File: src/rtl/imuffp_pkg.sv
`timescale 1ns / 1ps
`default_nettype none

package imuffp_pkg;

	// frame kinds, also the index of each kind's counter
	typedef logic [2:0] kind_t;
	localparam kind_t KIND_ACCEL   = 3'd0;
	localparam kind_t KIND_SKIP    = 3'd1;
	localparam kind_t KIND_TIME    = 3'd2;
	localparam kind_t KIND_SETTING = 3'd3;
	localparam kind_t KIND_DROP    = 3'd4;
	localparam kind_t KIND_UNKNOWN = 3'd5;
	localparam int unsigned NUM_KINDS = 6;

	// payload byte count of an open frame
	typedef logic [2:0] left_t;
	localparam int unsigned ACCEL_LEN = 6;

	// register indexes of the configuration port
	typedef logic [2:0] reg_idx_t;
	localparam reg_idx_t REG_HEADER_MASK  = 3'd0;
	localparam reg_idx_t REG_ACCEL_CODE   = 3'd1;
	localparam reg_idx_t REG_SKIP_CODE    = 3'd2;
	localparam reg_idx_t REG_TIME_CODE    = 3'd3;
	localparam reg_idx_t REG_SETTING_CODE = 3'd4;
	localparam reg_idx_t REG_DROP_CODE    = 3'd5;

	// register reset values
	localparam logic [7:0] RST_HEADER_MASK  = 8'hFC;
	localparam logic [7:0] RST_ACCEL_CODE   = 8'h84;
	localparam logic [7:0] RST_SKIP_CODE    = 8'h40;
	localparam logic [7:0] RST_TIME_CODE    = 8'h44;
	localparam logic [7:0] RST_SETTING_CODE = 8'h48;
	localparam logic [7:0] RST_DROP_CODE    = 8'h50;

	typedef struct packed {
		logic [7:0] header_mask;
		logic [7:0] accel_code;
		logic [7:0] skip_code;
		logic [7:0] time_code;
		logic [7:0] setting_code;
		logic [7:0] drop_code;
	} cfg_regs_t;

	// payload length that follows each header
	function automatic left_t frame_len(input kind_t kind);
		left_t len;
		case (kind)
			KIND_ACCEL:   len = 3'd6;
			KIND_SKIP:    len = 3'd1;
			KIND_TIME:    len = 3'd3;
			KIND_SETTING: len = 3'd1;
			KIND_DROP:    len = 3'd1;
			default:      len = 3'd0;
		endcase
		return len;
	endfunction

endpackage

`default_nettype wire

File: src/rtl/imuffp_if.sv
`timescale 1ns / 1ps
`default_nettype none

// fifo byte channel
interface imuffp_in_if;
	logic       valid;
	logic       ready;
	logic [7:0] fifo_byte;
	logic       burst_last;

	modport source (output valid, output fifo_byte, output burst_last, input ready);
	modport sink (input valid, input fifo_byte, input burst_last, output ready);
endinterface

// parsed frame channel
interface imuffp_out_if;
	logic                valid;
	logic                ready;
	imuffp_pkg::kind_t   frame_kind;
	logic                sample_valid;
	logic signed [15:0]  accel_x;
	logic signed [15:0]  accel_y;
	logic signed [15:0]  accel_z;
	logic                truncated;
	logic [31:0]         kind_count;

	modport source (output valid, output frame_kind, output sample_valid, output accel_x,
		output accel_y, output accel_z, output truncated, output kind_count, input ready);
	modport sink (input valid, input frame_kind, input sample_valid, input accel_x,
		input accel_y, input accel_z, input truncated, input kind_count, output ready);
endinterface

`default_nettype wire

File: src/rtl/imu_fifo_frame_parser.sv
`timescale 1ns / 1ps
`default_nettype none

// channel | dir | handshake     | word
// in_ch   | in  | valid/ready   | fifo_byte, burst_last
// out_ch  | out | valid/ready   | frame_kind, sample_valid, accel_x/y/z, truncated, kind_count
// cfg     | in  | cfg_wen only  | cfg_index, cfg_data (no read-back)
//
// one byte accepted per cycle while no stalled result holds the parser; the result word for the byte
// that ends a frame passes the input register, then parse logic into the output register
// the output register lets the next byte in while a result waits; a stalled result holds the
// parser only when the byte in the input register would produce another result
// arst_n clears counters, frame state, valid flags and config registers at once

module imu_fifo_frame_parser (
	input  wire logic              clk,
	input  wire logic              arst_n,
	input  wire logic              cfg_wen,
	input  wire logic [2:0]        cfg_index,
	input  wire logic [7:0]        cfg_data,
	imuffp_in_if.sink              in_ch,
	imuffp_out_if.source           out_ch
);

	imuffp_pkg::cfg_regs_t  cfg_q;

	logic                   vld_s1;
	logic [7:0]             byte_s1;
	logic                   last_s1;

	imuffp_pkg::kind_t      kind_q;
	imuffp_pkg::left_t      left_q;
	logic [7:0]             pay_q [imuffp_pkg::ACCEL_LEN];
	logic [31:0]            cnt_q [imuffp_pkg::NUM_KINDS];
	logic [31:0]            frame_cnt_q;

	logic                   out_vld_q;
	imuffp_pkg::kind_t      out_kind_q;
	logic                   out_sv_q;
	logic signed [15:0]     out_x_q;
	logic signed [15:0]     out_y_q;
	logic signed [15:0]     out_z_q;
	logic                   out_trunc_q;
	logic [31:0]            out_cnt_q;

	logic                   hdr_phase;
	logic [7:0]             masked;
	imuffp_pkg::kind_t      hdr_kind;
	logic [31:0]            cnt_inc;
	imuffp_pkg::left_t      pay_idx;
	imuffp_pkg::left_t      left_dec;
	logic                   emit;
	imuffp_pkg::kind_t      res_kind;
	logic                   res_sv;
	logic                   res_trunc;
	logic [31:0]            res_cnt;
	imuffp_pkg::left_t      nxt_left;
	imuffp_pkg::kind_t      nxt_kind;
	logic                   out_free;
	logic                   adv_s1;

	// configuration registers
	always_ff @(posedge clk or negedge arst_n) begin
		if (!arst_n) begin
			cfg_q.header_mask  <= imuffp_pkg::RST_HEADER_MASK;
			cfg_q.accel_code   <= imuffp_pkg::RST_ACCEL_CODE;
			cfg_q.skip_code    <= imuffp_pkg::RST_SKIP_CODE;
			cfg_q.time_code    <= imuffp_pkg::RST_TIME_CODE;
			cfg_q.setting_code <= imuffp_pkg::RST_SETTING_CODE;
			cfg_q.drop_code    <= imuffp_pkg::RST_DROP_CODE;
		end else if (cfg_wen) begin
			case (cfg_index)
				imuffp_pkg::REG_HEADER_MASK:  cfg_q.header_mask  <= cfg_data;
				imuffp_pkg::REG_ACCEL_CODE:   cfg_q.accel_code   <= cfg_data;
				imuffp_pkg::REG_SKIP_CODE:    cfg_q.skip_code    <= cfg_data;
				imuffp_pkg::REG_TIME_CODE:    cfg_q.time_code    <= cfg_data;
				imuffp_pkg::REG_SETTING_CODE: cfg_q.setting_code <= cfg_data;
				imuffp_pkg::REG_DROP_CODE:    cfg_q.drop_code    <= cfg_data;
				default: ;
			endcase
		end
	end

	// input register
	assign in_ch.ready = !vld_s1 || adv_s1;

	always_ff @(posedge clk or negedge arst_n) begin
		if (!arst_n) begin
			vld_s1 <= 1'b0;
		end else if (in_ch.valid && in_ch.ready) begin
			vld_s1 <= 1'b1;
		end else if (adv_s1) begin
			vld_s1 <= 1'b0;
		end
	end

	always_ff @(posedge clk) begin
		if (in_ch.valid && in_ch.ready) begin
			byte_s1 <= in_ch.fifo_byte;
			last_s1 <= in_ch.burst_last;
		end
	end

	// header match, first hit in kind order wins
	assign masked = byte_s1 & cfg_q.header_mask;

	always_comb begin
		if (masked == cfg_q.accel_code)
			hdr_kind = imuffp_pkg::KIND_ACCEL;
		else if (masked == cfg_q.skip_code)
			hdr_kind = imuffp_pkg::KIND_SKIP;
		else if (masked == cfg_q.time_code)
			hdr_kind = imuffp_pkg::KIND_TIME;
		else if (masked == cfg_q.setting_code)
			hdr_kind = imuffp_pkg::KIND_SETTING;
		else if (masked == cfg_q.drop_code)
			hdr_kind = imuffp_pkg::KIND_DROP;
		else
			hdr_kind = imuffp_pkg::KIND_UNKNOWN;
	end

	assign hdr_phase = (left_q == 3'd0);
	assign cnt_inc   = cnt_q[hdr_kind] + 32'd1;
	assign pay_idx   = imuffp_pkg::frame_len(kind_q) - left_q;
	assign left_dec  = left_q - 3'd1;

	// frame sequencing
	always_comb begin
		emit      = 1'b0;
		res_kind  = kind_q;
		res_sv    = 1'b0;
		res_trunc = 1'b0;
		res_cnt   = frame_cnt_q;
		nxt_kind  = kind_q;
		nxt_left  = left_dec;
		if (hdr_phase) begin
			nxt_kind = hdr_kind;
			res_kind = hdr_kind;
			res_cnt  = cnt_inc;
			nxt_left = imuffp_pkg::frame_len(hdr_kind);
			if (hdr_kind == imuffp_pkg::KIND_UNKNOWN) begin
				emit = 1'b1;
			end else if (last_s1) begin
				emit      = 1'b1;
				res_trunc = 1'b1;
				nxt_left  = 3'd0;
			end
		end else begin
			if (left_dec == 3'd0) begin
				emit   = 1'b1;
				res_sv = (kind_q == imuffp_pkg::KIND_ACCEL);
			end else if (last_s1) begin
				emit      = 1'b1;
				res_trunc = 1'b1;
				nxt_left  = 3'd0;
			end
		end
	end

	assign out_free = !out_vld_q || out_ch.ready;
	assign adv_s1   = vld_s1 && (!emit || out_free);

	// frame state and kind counters
	always_ff @(posedge clk or negedge arst_n) begin
		if (!arst_n) begin
			kind_q <= imuffp_pkg::KIND_ACCEL;
			left_q <= 3'd0;
			for (int i = 0; i < imuffp_pkg::NUM_KINDS; i++)
				cnt_q[i] <= 32'd0;
		end else if (adv_s1) begin
			kind_q <= nxt_kind;
			left_q <= nxt_left;
			if (hdr_phase)
				cnt_q[hdr_kind] <= cnt_inc;
		end
	end

	// payload bytes and the open frame's count
	always_ff @(posedge clk) begin
		if (adv_s1) begin
			if (hdr_phase)
				frame_cnt_q <= cnt_inc;
			else if (pay_idx < 3'(imuffp_pkg::ACCEL_LEN))
				pay_q[pay_idx] <= byte_s1;
		end
	end

	// output register
	always_ff @(posedge clk or negedge arst_n) begin
		if (!arst_n) begin
			out_vld_q <= 1'b0;
		end else if (adv_s1 && emit) begin
			out_vld_q <= 1'b1;
		end else if (out_ch.ready) begin
			out_vld_q <= 1'b0;
		end
	end

	always_ff @(posedge clk) begin
		if (adv_s1 && emit) begin
			out_kind_q  <= res_kind;
			out_sv_q    <= res_sv;
			out_trunc_q <= res_trunc;
			out_cnt_q   <= res_cnt;
			if (res_sv) begin
				out_x_q <= {pay_q[1], pay_q[0]};
				out_y_q <= {pay_q[3], pay_q[2]};
				out_z_q <= {byte_s1, pay_q[4]};
			end else begin
				out_x_q <= 16'sd0;
				out_y_q <= 16'sd0;
				out_z_q <= 16'sd0;
			end
		end
	end

	assign out_ch.valid        = out_vld_q;
	assign out_ch.frame_kind   = out_kind_q;
	assign out_ch.sample_valid = out_sv_q;
	assign out_ch.accel_x      = out_x_q;
	assign out_ch.accel_y      = out_y_q;
	assign out_ch.accel_z      = out_z_q;
	assign out_ch.truncated    = out_trunc_q;
	assign out_ch.kind_count   = out_cnt_q;

	// checks
	a_left_range: assert property (@(posedge clk) disable iff (!arst_n)
		left_q <= 3'(imuffp_pkg::ACCEL_LEN))
		else $error("payload count out of range");

	a_sample_accel: assert property (@(posedge clk) disable iff (!arst_n)
		out_vld_q && out_sv_q |-> out_kind_q == imuffp_pkg::KIND_ACCEL && !out_trunc_q)
		else $error("sample marked valid on a non-accel or truncated frame");

	a_unknown_whole: assert property (@(posedge clk) disable iff (!arst_n)
		out_vld_q && out_kind_q == imuffp_pkg::KIND_UNKNOWN |-> !out_trunc_q && !out_sv_q)
		else $error("unknown frame flagged truncated or valid");

	a_result_loaded: assert property (@(posedge clk) disable iff (!arst_n)
		adv_s1 && emit |=> out_vld_q)
		else $error("result lost on its way to the output register");

	a_no_overwrite: assert property (@(posedge clk) disable iff (!arst_n)
		out_vld_q && !out_ch.ready |-> !(adv_s1 && emit))
		else $error("pending result overwritten");

endmodule

`default_nettype wire
File: src/flat_wrapper.sv
// flat-port wrapper written by rule: the top's interface ports become plain ports
module imu_fifo_frame_parser_flat 
  (clk, arst_n, cfg_wen, cfg_index, cfg_data, in_ch_valid, in_ch_fifo_byte, in_ch_burst_last, in_ch_ready, out_ch_valid, out_ch_frame_kind, out_ch_sample_valid, out_ch_accel_x, out_ch_accel_y, out_ch_accel_z, out_ch_truncated, out_ch_kind_count, out_ch_ready);
  imuffp_in_if in_ch_i ();
  imuffp_out_if out_ch_i ();
  input  wire logic clk;
  input  wire logic arst_n;
  input  wire logic cfg_wen;
  input  wire logic [2:0] cfg_index;
  input  wire logic [7:0] cfg_data;
  input wire logic [$bits(in_ch_i.valid)-1:0] in_ch_valid;
  input wire logic [$bits(in_ch_i.fifo_byte)-1:0] in_ch_fifo_byte;
  input wire logic [$bits(in_ch_i.burst_last)-1:0] in_ch_burst_last;
  output wire logic [$bits(in_ch_i.ready)-1:0] in_ch_ready;
  output wire logic [$bits(out_ch_i.valid)-1:0] out_ch_valid;
  output wire logic [$bits(out_ch_i.frame_kind)-1:0] out_ch_frame_kind;
  output wire logic [$bits(out_ch_i.sample_valid)-1:0] out_ch_sample_valid;
  output wire logic [$bits(out_ch_i.accel_x)-1:0] out_ch_accel_x;
  output wire logic [$bits(out_ch_i.accel_y)-1:0] out_ch_accel_y;
  output wire logic [$bits(out_ch_i.accel_z)-1:0] out_ch_accel_z;
  output wire logic [$bits(out_ch_i.truncated)-1:0] out_ch_truncated;
  output wire logic [$bits(out_ch_i.kind_count)-1:0] out_ch_kind_count;
  input wire logic [$bits(out_ch_i.ready)-1:0] out_ch_ready;
  assign in_ch_i.valid = in_ch_valid;
  assign in_ch_i.fifo_byte = in_ch_fifo_byte;
  assign in_ch_i.burst_last = in_ch_burst_last;
  assign in_ch_ready = in_ch_i.ready;
  assign out_ch_valid = out_ch_i.valid;
  assign out_ch_frame_kind = out_ch_i.frame_kind;
  assign out_ch_sample_valid = out_ch_i.sample_valid;
  assign out_ch_accel_x = out_ch_i.accel_x;
  assign out_ch_accel_y = out_ch_i.accel_y;
  assign out_ch_accel_z = out_ch_i.accel_z;
  assign out_ch_truncated = out_ch_i.truncated;
  assign out_ch_kind_count = out_ch_i.kind_count;
  assign out_ch_i.ready = out_ch_ready;
  imu_fifo_frame_parser u_core (.clk(clk), .arst_n(arst_n), .cfg_wen(cfg_wen), .cfg_index(cfg_index), .cfg_data(cfg_data), .in_ch(in_ch_i), .out_ch(out_ch_i));
endmodule
File: config.mk
export PLATFORM = sky130hd
export DESIGN_NAME = imu_fifo_frame_parser_flat
export DESIGN_NICKNAME = d
export VERILOG_FILES = /design/src/rtl/imuffp_pkg.sv /design/src/rtl/imuffp_if.sv /design/src/rtl/imu_fifo_frame_parser.sv /design/src/flat_wrapper.sv
export SDC_FILE = /design/constraint.sdc
export NUM_CORES = 1
export LEC_CHECK = 0
export BUFFER_PORTS_ARGS = -buffer_cell sky130_fd_sc_hd__buf_2
export CORE_ASPECT_RATIO = 1.25
export CORE_MARGIN = 3
export CORE_UTILIZATION = 45
export CTS_CLUSTER_SIZE = 28
export DETAILED_ROUTE_END_ITERATION = 10
export GPL_ROUTABILITY_DRIVEN = 0
export HOLD_SLACK_MARGIN = 0.03
export PLACE_DENSITY = 0.72
export SLEW_MARGIN = 20
export SYNTH_ARGS = -nofsm -noshare
export SYNTH_HDL_FRONTEND = slang
export SYNTH_SLANG_ARGS = --single-unit
File: constraint.sdc
create_clock -name clk -period 10.1 [get_ports clk]
set_input_delay 2.02 -clock clk [delete_from_list [all_inputs] [get_ports clk]]
set_output_delay 2.02 -clock clk [all_outputs]
set_load 0.005 [all_outputs]
# --- Word level (Yosys, flattened, before mapping) ---
# Memory sizes are Yosys's and may differ from the RTL's. A register that Yosys moved wholly into a read port is not among the register bits.
# Index checks and enable logic that the tools add are counted.
# Widths: inputs -> output; s select.
word_totals:
  reg_bits: 342
  ram_bits: 48
  in_bits: 25
  output_inout_bits: 87
  elab_cells: 120
  mem_count: 1
op_classes:
  addsub: 3
  n_lt_le_gt_ge: 3
  n_eq_ne: 19
  mux: 37
  n_bitwise: 2
  reduce_logical: 31
memory_table:
  columns: ["memory", "depth", "width", "rd", "rd_ports_with_merged_regs", "wr", "line", "text"]
  rows:
  - ["u_core.pay_q", 6, 8, 5, 5, 1, "imu_fifo_frame_parser.sv:33", "logic [7:0] pay_q [imuffp_pkg::ACCEL_LEN];"]
op_table:
  columns: ["operator", "count"]
  rows:
  - ["$bwmux 192", 1]
  - ["$mux 32", 4]
  - ["$bmux 32 s3", 1]
  - ["$demux 32 s3", 1]
  - ["$eq 8x8->1", 5]
  - ["$add 32x1->32 const B", 1]
  - ["$mux 3", 10]
  - ["$eq 3x2->1 const B", 6]
  - ["$mux 1", 18]
  - ["$pmux 3 s3", 2]
  - ["$eq 3x3->1 const B", 5]
  - ["$logic_not 3->1", 5]
  - ["$reduce_and 2->1", 7]
  - ["$eq 3x1->1 const B", 3]
  - ["$and 8x8->8", 1]
  - ["$logic_not 1->1", 8]
  - ["$reduce_or 3->1", 2]
  - ["$ge 4x4->1 const B", 1]
  - ["$logic_and 1x1->1", 4]
  - ["$lt 4x1->1 const B", 1]
  - ["$not 3->4", 1]
  - ["$reduce_bool 2->1", 2]
  - ["$logic_or 1x1->1", 3]
  - ["$lt 3x3->1 const B", 1]
  - ["2 further kinds", 2]

# --- Longest topological paths before layout ---
# Gate-level depths: netlist (run 1).
depth:
  word_depth: 16
  depth_mapped: 18
  mapped_depth_nobuf: 12

# --- Worst setup path after synthesis (run 1) ---
# OpenSTA, ideal clock, no wires.
synth_path:
  path_type: "register to register"
  startpoint: "register u_core.byte_s1[0]"
  endpoint: "register u_core.out_x_q[0], in the netlist u_core.out_ch.accel_x[0], read port of u_core.pay_q, enable pin"
  arrival_time_ns: 4.648
  setup_slack_ns: 4.998
  stages_incl_launch_ff: 12
  n_path_buf: 5
  synth_period_minus_slack_ns: 5.102
  path_cell_list: "edfxtp_1 buf_4 and3_1 o22a_2 and4_1 buf_2 nor4_1 buf_2 buf_2 a31o_1 buf_2 and3_1"
synth_via:
  elab_chain_cells: 14
  elab_cells_between_ends: 18
  cone_classes: "eq/ne (6); mux (7); bitwise (1); reduce/logical (4)"
synth_rtl:
  columns: ["item", "line", "text"]
  rows:
  - ["start: declaration", "imu_fifo_frame_parser.sv:28", "logic [7:0] byte_s1;"]
  - ["start signal: assignment", "imu_fifo_frame_parser.sv:99", "byte_s1 <= in_ch.fifo_byte;"]
  - ["$and 8x8->8 (*)", "imu_fifo_frame_parser.sv:105", "assign masked = byte_s1 & cfg_q.header_mask;"]
  - ["$eq 8x8->1", "imu_fifo_frame_parser.sv:116", "else if (masked == cfg_q.drop_code)"]
  - ["$mux 1", "imu_fifo_frame_parser.sv:116", null]
  - ["$mux 3", "imu_fifo_frame_parser.sv:114", "else if (masked == cfg_q.setting_code)"]
  - ["$mux 3", "imu_fifo_frame_parser.sv:112", "else if (masked == cfg_q.time_code)"]
  - ["$mux 3", "imu_fifo_frame_parser.sv:110", "else if (masked == cfg_q.skip_code)"]
  - ["$mux 3 (*)", "imu_fifo_frame_parser.sv:108", "if (masked == cfg_q.accel_code)"]
  - ["$eq 3x3->1 (*)", "imu_fifo_frame_parser.sv:141", "if (hdr_kind == imuffp_pkg::KIND_UNKNOWN) begin"]
  - ["$mux 1 (*)", "imu_fifo_frame_parser.sv:141", null]
  - ["$mux 1 (*)", "imu_fifo_frame_parser.sv:136", "if (hdr_phase) begin"]
  - ["$logic_not 1->1", "imu_fifo_frame_parser.sv:161", "assign adv_s1 = vld_s1 && (!emit || out_free);"]
  - ["$logic_or 1x1->1", "imu_fifo_frame_parser.sv:161", null]
  - ["$logic_and 1x1->1", "imu_fifo_frame_parser.sv:161", null]
  - ["$logic_and 1x1->1 (*)", "imu_fifo_frame_parser.sv:200", "if (adv_s1 && emit) begin"]
  - ["end: declaration", "imu_fifo_frame_parser.sv:40", "logic signed [15:0] out_x_q;"]
# Mark *: on every way between the ends. The rest lies on a longest branch, timed or not.
# A chain may end at the register's enable or synchronous reset.

# --- Final worst setup path (run 1) ---
layout_path:
  startpoint: "register u_core.byte_s1[0]"
  endpoint: "register u_core.frame_cnt_q[28], data pin"
layout_via:
  elab_chain_cells: 13
  elab_cells_between_ends: 17
  cone_classes: "add/sub (1); eq/ne (5); mux (9); bitwise (2)"
layout_rtl:
  columns: ["item", "line", "text"]
  rows:
  - ["$and 8x8->8 (*)", "imu_fifo_frame_parser.sv:105", null]
  - ["$eq 8x8->1", "imu_fifo_frame_parser.sv:116", null]
  - ["$mux 1", "imu_fifo_frame_parser.sv:116", null]
  - ["$mux 3", "imu_fifo_frame_parser.sv:114", null]
  - ["$mux 3", "imu_fifo_frame_parser.sv:112", null]
  - ["$mux 3", "imu_fifo_frame_parser.sv:110", null]
  - ["$mux 3 (*)", "imu_fifo_frame_parser.sv:108", null]
  - ["$not 3->4 (not written as such) (*)", "imu_fifo_frame_parser.sv:123", "assign cnt_inc = cnt_q[hdr_kind] + 32'd1;"]
  - ["$bmux 32 s3 (*)", "imu_fifo_frame_parser.sv:123", null]
  - ["$mux 32 (not written as such) (*) (2 in a row)", "imu_fifo_frame_parser.sv:123", null]
  - ["$add 32x1->32 (*)", "imu_fifo_frame_parser.sv:123", null]
  - ["$mux 32 (*)", null, null]
  - ["net u_core.res_cnt[28]", "imu_fifo_frame_parser.sv:56", "logic [31:0] res_cnt;"]
  - ["end signal: assignment", "imu_fifo_frame_parser.sv:182", "frame_cnt_q <= cnt_inc;"]
  - ["end: declaration", "imu_fifo_frame_parser.sv:35", "logic [31:0] frame_cnt_q;"]
# The timed path passes the listed nets; every way through them passes the cells marked *. The select of a mux whose other input is x is not followed.

==> results of run 1 <==
==> how the worst min path moves through the flow <==
| stage | slack, ps | cells after the start | start | to |
|---|---|---|---|---|
| finish | 480 | 2 | u_core.cnt_q[129] | u_core.cnt_q[129] |
| global route | 490 | 2 | u_core.cnt_q[129] | u_core.cnt_q[129] |
| CTS | 470 | 2 | u_core.cnt_q[129] | u_core.cnt_q[129] |
| detailed placement | 460 | 2 | u_core.cnt_q[129] | u_core.cnt_q[129] |
| global placement | 450 | 2 | u_core.cnt_q[129] | u_core.cnt_q[129] |
| floorplan | 440 | 2 | u_core.cnt_q[65] | u_core.cnt_q[65] |
==> through the flow <==
stage	power [mW]	cells
6_report	5.77	2345
5_1_grt	6.11	2345
4_1_cts	5.81	2345
3_5_place_dp	4.16	2267
3_3_place_gp	4.09	2267
2_1_floorplan	3.59	1684
==> critical path: stages, from the launching register on <==
cell and delay, ps:
edfxtp_1 670, and3_1 240, o22a_1 180, nand4_1 860
nand4_2 940, nor2_1 140, a211oi_2 550, nand4_1 590
nand4bb_1 660, or4_1 760, a31oi_1 310
==> cells by family (layout without fill, tap and decap cells) <==
logic type / count (synthesis) / after routing / synth area share (%)
AND/OR/NAND/NOR: 598 / 598 / 15.7
adder cells (fa/ha/maj): 6 / 6 / 0.439
buffers and inverters: 132 / 241 / 3.47
AO/OA/AOI/OAI: 411 / 411 / 13.9
XOR/XNOR: 18 / 18 / 0.839
flip-flops: 414 / 414 / 59.7
multiplexers: 105 / 105 / 6.03
==> flip-flops by register name (all words and copies together), names as in the netlist <==
register,flops
u_core.cnt_q,192
u_core.cfg_q,48
u_core.pay_q,40
u_core.frame_cnt_q,32
u_core.out_ch.kind_count,32
u_core.out_ch.accel_x,16
u_core.out_ch.accel_y,16
u_core.out_ch.accel_z,16
u_core.byte_s1,8
u_core.kind_q,3
u_core.left_q,3
u_core.out_ch.frame_kind,3
u_core.last_s1,1
u_core.out_ch.sample_valid,1
u_core.out_ch.truncated,1
u_core.out_ch.valid,1
u_core.vld_s1,1
==> report_power, final <==
group	leakage [nW]	internal, mW	total (mW)	switching (mW)
Clock	0.717	0.994	1.64	0.649
Sequential	4.47	2.37	2.63	0.259
Combinational	3.29	0.522	1.50	0.980
==> layout by cell type, fill, tap and decap left out, drive strengths merged, types with 21 or more instances in the layout <==
cell	instances
clkbuf	60
nand3	40
and2	52
a31oi	76
a21oi	63
and3	43
nand2	201
dfrtp	233
o22ai	21
mux2i	39
nor2	140
mux2	66
o21ai	140
nor3	34
edfxtp	166
buf	148
==> cell type report <==
| type | instances | area share [%] |
|---|---|---|
| Clock inverter | 18 | 1.07 |
| Timing Repair Buffer | 148 | 3.98 |
| Sequential cell | 414 | 52.7 |
| Clock buffer | 60 | 5.88 |
| Multi-Input combinational cell | 1138 | 32.9 |
| Inverter | 15 | 0.264 |
| Tap cell | 552 | 3.24 |
==> metal layers <==
metal  part of all wire (%)  up-vias  wire length [um]  global-route usage (%)
met5                  0.017        -                 8                       0
met2                     49      549             23500                    37.4
met3                    6.6      142              3170                    3.53
met4                    4.5        2              2170                    9.62
li1                       -     6367                 -                       -
met1                     40     6765             19100                    26.6
==> results_dict.tcl, run 1 <==
set metrics [dict create \
    crit_fanout 17 \
    whs_ps 476 \
    area_growth_pct 13.3 \
    syn_area_um2 18800 \
    synthFlopType "dfrtp_1" \
    grt_overflow_total 0 \
    io_pins 112 \
    yosysMostFrequentCell "dfrtp_1" \
    rsz0062_at_grt "false" \
    fin_crit_ps 6120 \
    cts-resized-gates 0 \
    die_height_um 234 \
    placed_area_um2 19800 \
    viasPerCell 5.90 \
    rr_worst_depth 10 \
    fp-row-count 83 \
    tightestPinTransition_ps 1130 \
    cts_setup_buffers 0 \
    holdBufCountCts 0 \
    drt_iter0_markers 1061 \
    path_clk_slew_ps 60 \
    postSynthCellCount 1684 \
    cts_buffers 43 \
    portBuffers 111 \
    grt_max_degree 98 \
    syn_nets 1715 \
    synth.top_cells.by_count "233 x dfrtp_1, 199 x nand2_1, 166 x edfxtp_1, 140 x nor2_1, 135 x o21ai_0" \
    cp-startpoint "u_core.byte_s1[0]" \
    worstSetupEndpoint "u_core.frame_cnt_q[28]" \
    clockBufferDepth 3 \
    syn_avg_cell_area_um2 11.2 \
    ys_ff_latch 414 \
    coreArea_um2 41100 \
    vias 13800 \
    final_cell_area_um2 21300 \
    report.final.slew_viol_count 0 \
    chipWidth_um 189 \
    layout_setup_ws_ps 3980 \
    multi_input_area_um2 7010 \
    grt_pass1_vias 13600 \
    period_share_pct 60.6 \
    ys_types 81 \
    cts.sinks 414 \
    drc_errors 0 \
    fin_util_pct 51.8 \
    synth.yosys.warnings 0 \
    synthArstFlopShare_pct 59.9 \
    skew_ps 28.8 \
    worst_ep_required_time_ps 10440 \
    timing.slew.headroom_pct 24.3 \
    hold_path_class "reg2reg" \
    leakagePower_nw 8.47 \
    regToRegSetupSlack_ps 3980 \
    initial_utilization_pct 45.7 \
    antenna_found_initial 1 \
    cts_tree "yes" \
    cts_root_buffer "clkbuf_16" \
    worstSkewPairLatency_ps 560 \
    wirelength_um 47900 \
    grt_use_total_pct 21.5 \
    power_density_nw_per_um2 271 \
    grt_pass1_wl_um 75500 \
    layout-drive-gt1-share_pct 19.1 \
    crit_type "reg2reg" \
    r2r-start "u_core.byte_s1[0]" \
    fill_cells 3623 \
    r2r-end "u_core.frame_cnt_q[28]" \
    yosysTopAreaCell "dfrtp_1" \
    first_pass_iters 5 \
    finalSetupViolCount 0 \
    cp.arrival_ps 6460 \
    start_kind "flop" \
    routedWlPerCell_um 20.4 \
    drv_cap 0 \
    htree_num_levels 2 \
    crit_path_end_kind "flop" \
    fmax_mhz 163 \
    nNetsFinal 1791 \
    antenna_cells 0 \
    status "complete, no violations" \
    synth_top_cell_area_share_pct 31.0 \
    dp_slack_ps 4320 \
    synth-edff-count 166 \
    hold_viol 0 \
    final.setup.tns_ps 0 \
    place_hpwl_um 30600 \
    die_area_um2 44300 \
    ir_worst_vdd_mv 0.169 \
    synth_area_leaders "dfrtp_1 31%, edfxtp_1 27%, nand2_1 4.0%, mux2_2 4.0%, o21ai_0 3.6%" \
    final_antenna_net_count 0 \
    ys_seq_area_share_pct 59.7 \
    regArea_um2 11200 \
]
No activity file was read; power rests on OpenSTA's default activity.
==> run 2: changes to the inputs <==
- PLACE_DENSITY: 0.72 -> 0.74
- clock period: 10.1 -> 5.04 ns (I/O delays scaled with it)
==> run 2 against run 1 <==
Die area unchanged. Via count is 1.8% higher. Sequential power grew 100%. Wire length up 3.5%. Non-clock buffer count up 48. Fmax grew 27%. Cell area rose by 2.0%. Core utilization grew 1.0 points. Critical path depth rose by 3. First-iteration DRC count up 5.3%. Cell count rose by 2.1%. Critical path type unchanged.
==> results_dict.tcl, run 2 (synthesis gave the netlist of run 1 again) <==
set metrics [dict create \
    status "complete, no violations" \
    portBuffers 111 \
    mostFrequentLayoutCells "233 x dfrtp_1, 199 x nand2_1, 166 x edfxtp_1" \
    die_area_um2 44300 \
    clockBufferDepth 3 \
    grt_overflow_total 0 \
    period_share_pct 95.6 \
    die_height_um 234 \
    r2r-start "u_core.cfg_q[45]" \
    p_clk_share_pct 27.4 \
    ir_worst_vdd_mv 0.250 \
    dp_slack_ps 295 \
    grt_pass1_wl_um 77500 \
    regToRegSetupSlack_ps 220 \
    worstSkewPairLatency_ps 550 \
    worstSetupEndpoint "u_core.frame_cnt_q[28]" \
    grt_max_degree 131 \
    largest_reg_flops 192 \
    fp-row-count 83 \
    final_antenna_net_count 0 \
    cts_buffers 42 \
    grt_use_total_pct 22.2 \
    timing.slew.headroom_pct 27.8 \
    antenna_found_initial 2 \
    rr_worst_depth 13 \
    io_pins 112 \
    cts_root_buffer "clkbuf_16" \
    nNetsFinal 1838 \
    htree_num_levels 2 \
    fin_cells 2394 \
    crit_path_end_kind "flop" \
    seq_power_share_pct 45.3 \
    crit_type "reg2reg" \
    combPwrFrac_pct 27.3 \
    cts.sinks 414 \
    chipWidth_um 189 \
    place_hpwl_um 32600 \
    drt_iter0_markers 1117 \
    report.final.slew_viol_count 0 \
    rsz0062_at_grt "false" \
    hold_viol 0 \
    first_pass_iters 5 \
    fmax_mhz 208 \
    max_flop_register "u_core.cnt_q" \
    vias 14100 \
    drv_cap 0 \
    power_density_nw_per_um2 535 \
    drc_errors 0 \
    layout_setup_ws_ps 224 \
    final_cell_area_um2 21700 \
    viasPerCell 5.88 \
    fin_crit_ps 4820 \
    cp-startpoint "u_core.cfg_q[45]" \
    start_kind "flop" \
    final_common_cell "dfrtp_1" \
    dp_cells 2314 \
    leakagePower_nw 8.72 \
    grt_pass1_vias 13800 \
    intPower_mw 7.79 \
    layout-drive-gt1-share_pct 21.2 \
    r2r-end "u_core.frame_cnt_q[28]" \
    power_switching_mw 3.82 \
    crit_fanout 13 \
    cp.arrival_ps 5190 \
    finalSetupViolCount 0 \
    routedWlPerCell_um 20.7 \
    hold_path_class "reg2reg" \
    switching_share_pct 32.9 \
    initial_utilization_pct 45.7 \
    skew_ps 18.4 \
    area_growth_pct 15.5 \
    reg_top3 "u_core.cnt_q: 192 flops, u_core.cfg_q: 48 flops, u_core.pay_q: 40 flops" \
    path_clk_slew_ps 60 \
    placed_area_um2 20300 \
    cts_tree "yes" \
    final.setup.tns_ps 0 \
    tightestPinTransition_ps 1080 \
    worst_ep_required_time_ps 5410 \
    wirelength_um 49600 \
    coreArea_um2 41100 \
]
## run 2: cell types whose count changed in the layout (fill, tap and decap cells not counted), moves of 2 or more
| cell | change |
|---|---|
| bufinv_16 | -3 |
| buf_4 | +42 |
| nor3_1 | -2 |
| clkbuf_16 | +2 |
| buf_12 | +7 |
| clkbuf_1 | +3 |
| nor3_2 | +2 |
| clkinv_2 | +2 |
## run 2: area by class of cell
cell class | count | area, um2
Antenna cell | 1 | 2.50
Clock buffer | 64 | 1300
Clock inverter | 14 | 126
Fill cell | 3571 | 19400
Inverter | 15 | 56.3
Multi-Input combinational cell | 1138 | 7030
Sequential cell | 414 | 11200
Tap cell | 552 | 691
Timing Repair Buffer | 196 | 1290
## run 2: layer usage
metal	up-vias	wire length [um]	track usage [%]
met5	-	13	0
met4	2	2240	9.99
met3	156	3540	3.31
met2	613	24400	38.6
met1	6857	19400	27.5
li1	6443	-	-
## run 2: worst min-delay path by stage
stage	startpoint	end	slack (ps)	cells after the start
after detailed placement	u_core.cnt_q[33]	u_core.cnt_q[33]	460	2
after floorplan	u_core.cnt_q[65]	u_core.cnt_q[65]	440	2
after global routing	u_core.cnt_q[10]	u_core.cnt_q[10]	500	2
after CTS	u_core.cnt_q[33]	u_core.cnt_q[33]	480	2
final	u_core.cnt_q[33]	u_core.cnt_q[33]	480	2
after global placement	u_core.cnt_q[65]	u_core.cnt_q[65]	460	2
## run 2: per-stage QoR
stage	util, %	hold slack (ps)	total power, mW
floorplan	-	438	7.18
global placement	49.2	455	8.31
detailed placement	49.3	461	8.44
CTS	52.7	476	11.6
global route	52.8	501	12.2
finish	52.8	476	11.6
## run 2: power groups by stage
stage / registers (mW) / logic, mW / clock network [mW]
floorplan: 5.16 / 2.02 / 0
global placement: 5.27 / 3.04 / 0
detailed placement: 5.30 / 3.14 / 0
CTS: 5.25 / 3.17 / 3.22
global route: 5.36 / 3.52 / 3.36
finish: 5.26 / 3.17 / 3.18
## run 2: critical path, stage by stage, from the launching register on
cell	delay (ps)
dfstp_2	610
and3_1	180
o22ai_1	90
or4_2	860
buf_4	290
mux2_2	240
o32ai_1	60
a211oi_1	350
ha_1	240
inv_1	90
or2_2	360
or3_4	440
or4_1	560
a31oi_1	270
## run 2: timing repair
item                                    CTS  global route
resized for setup                         0             1
hold buffers                              0             0
buffers inserted                          0             1
endpoints found under the setup margin    0             6
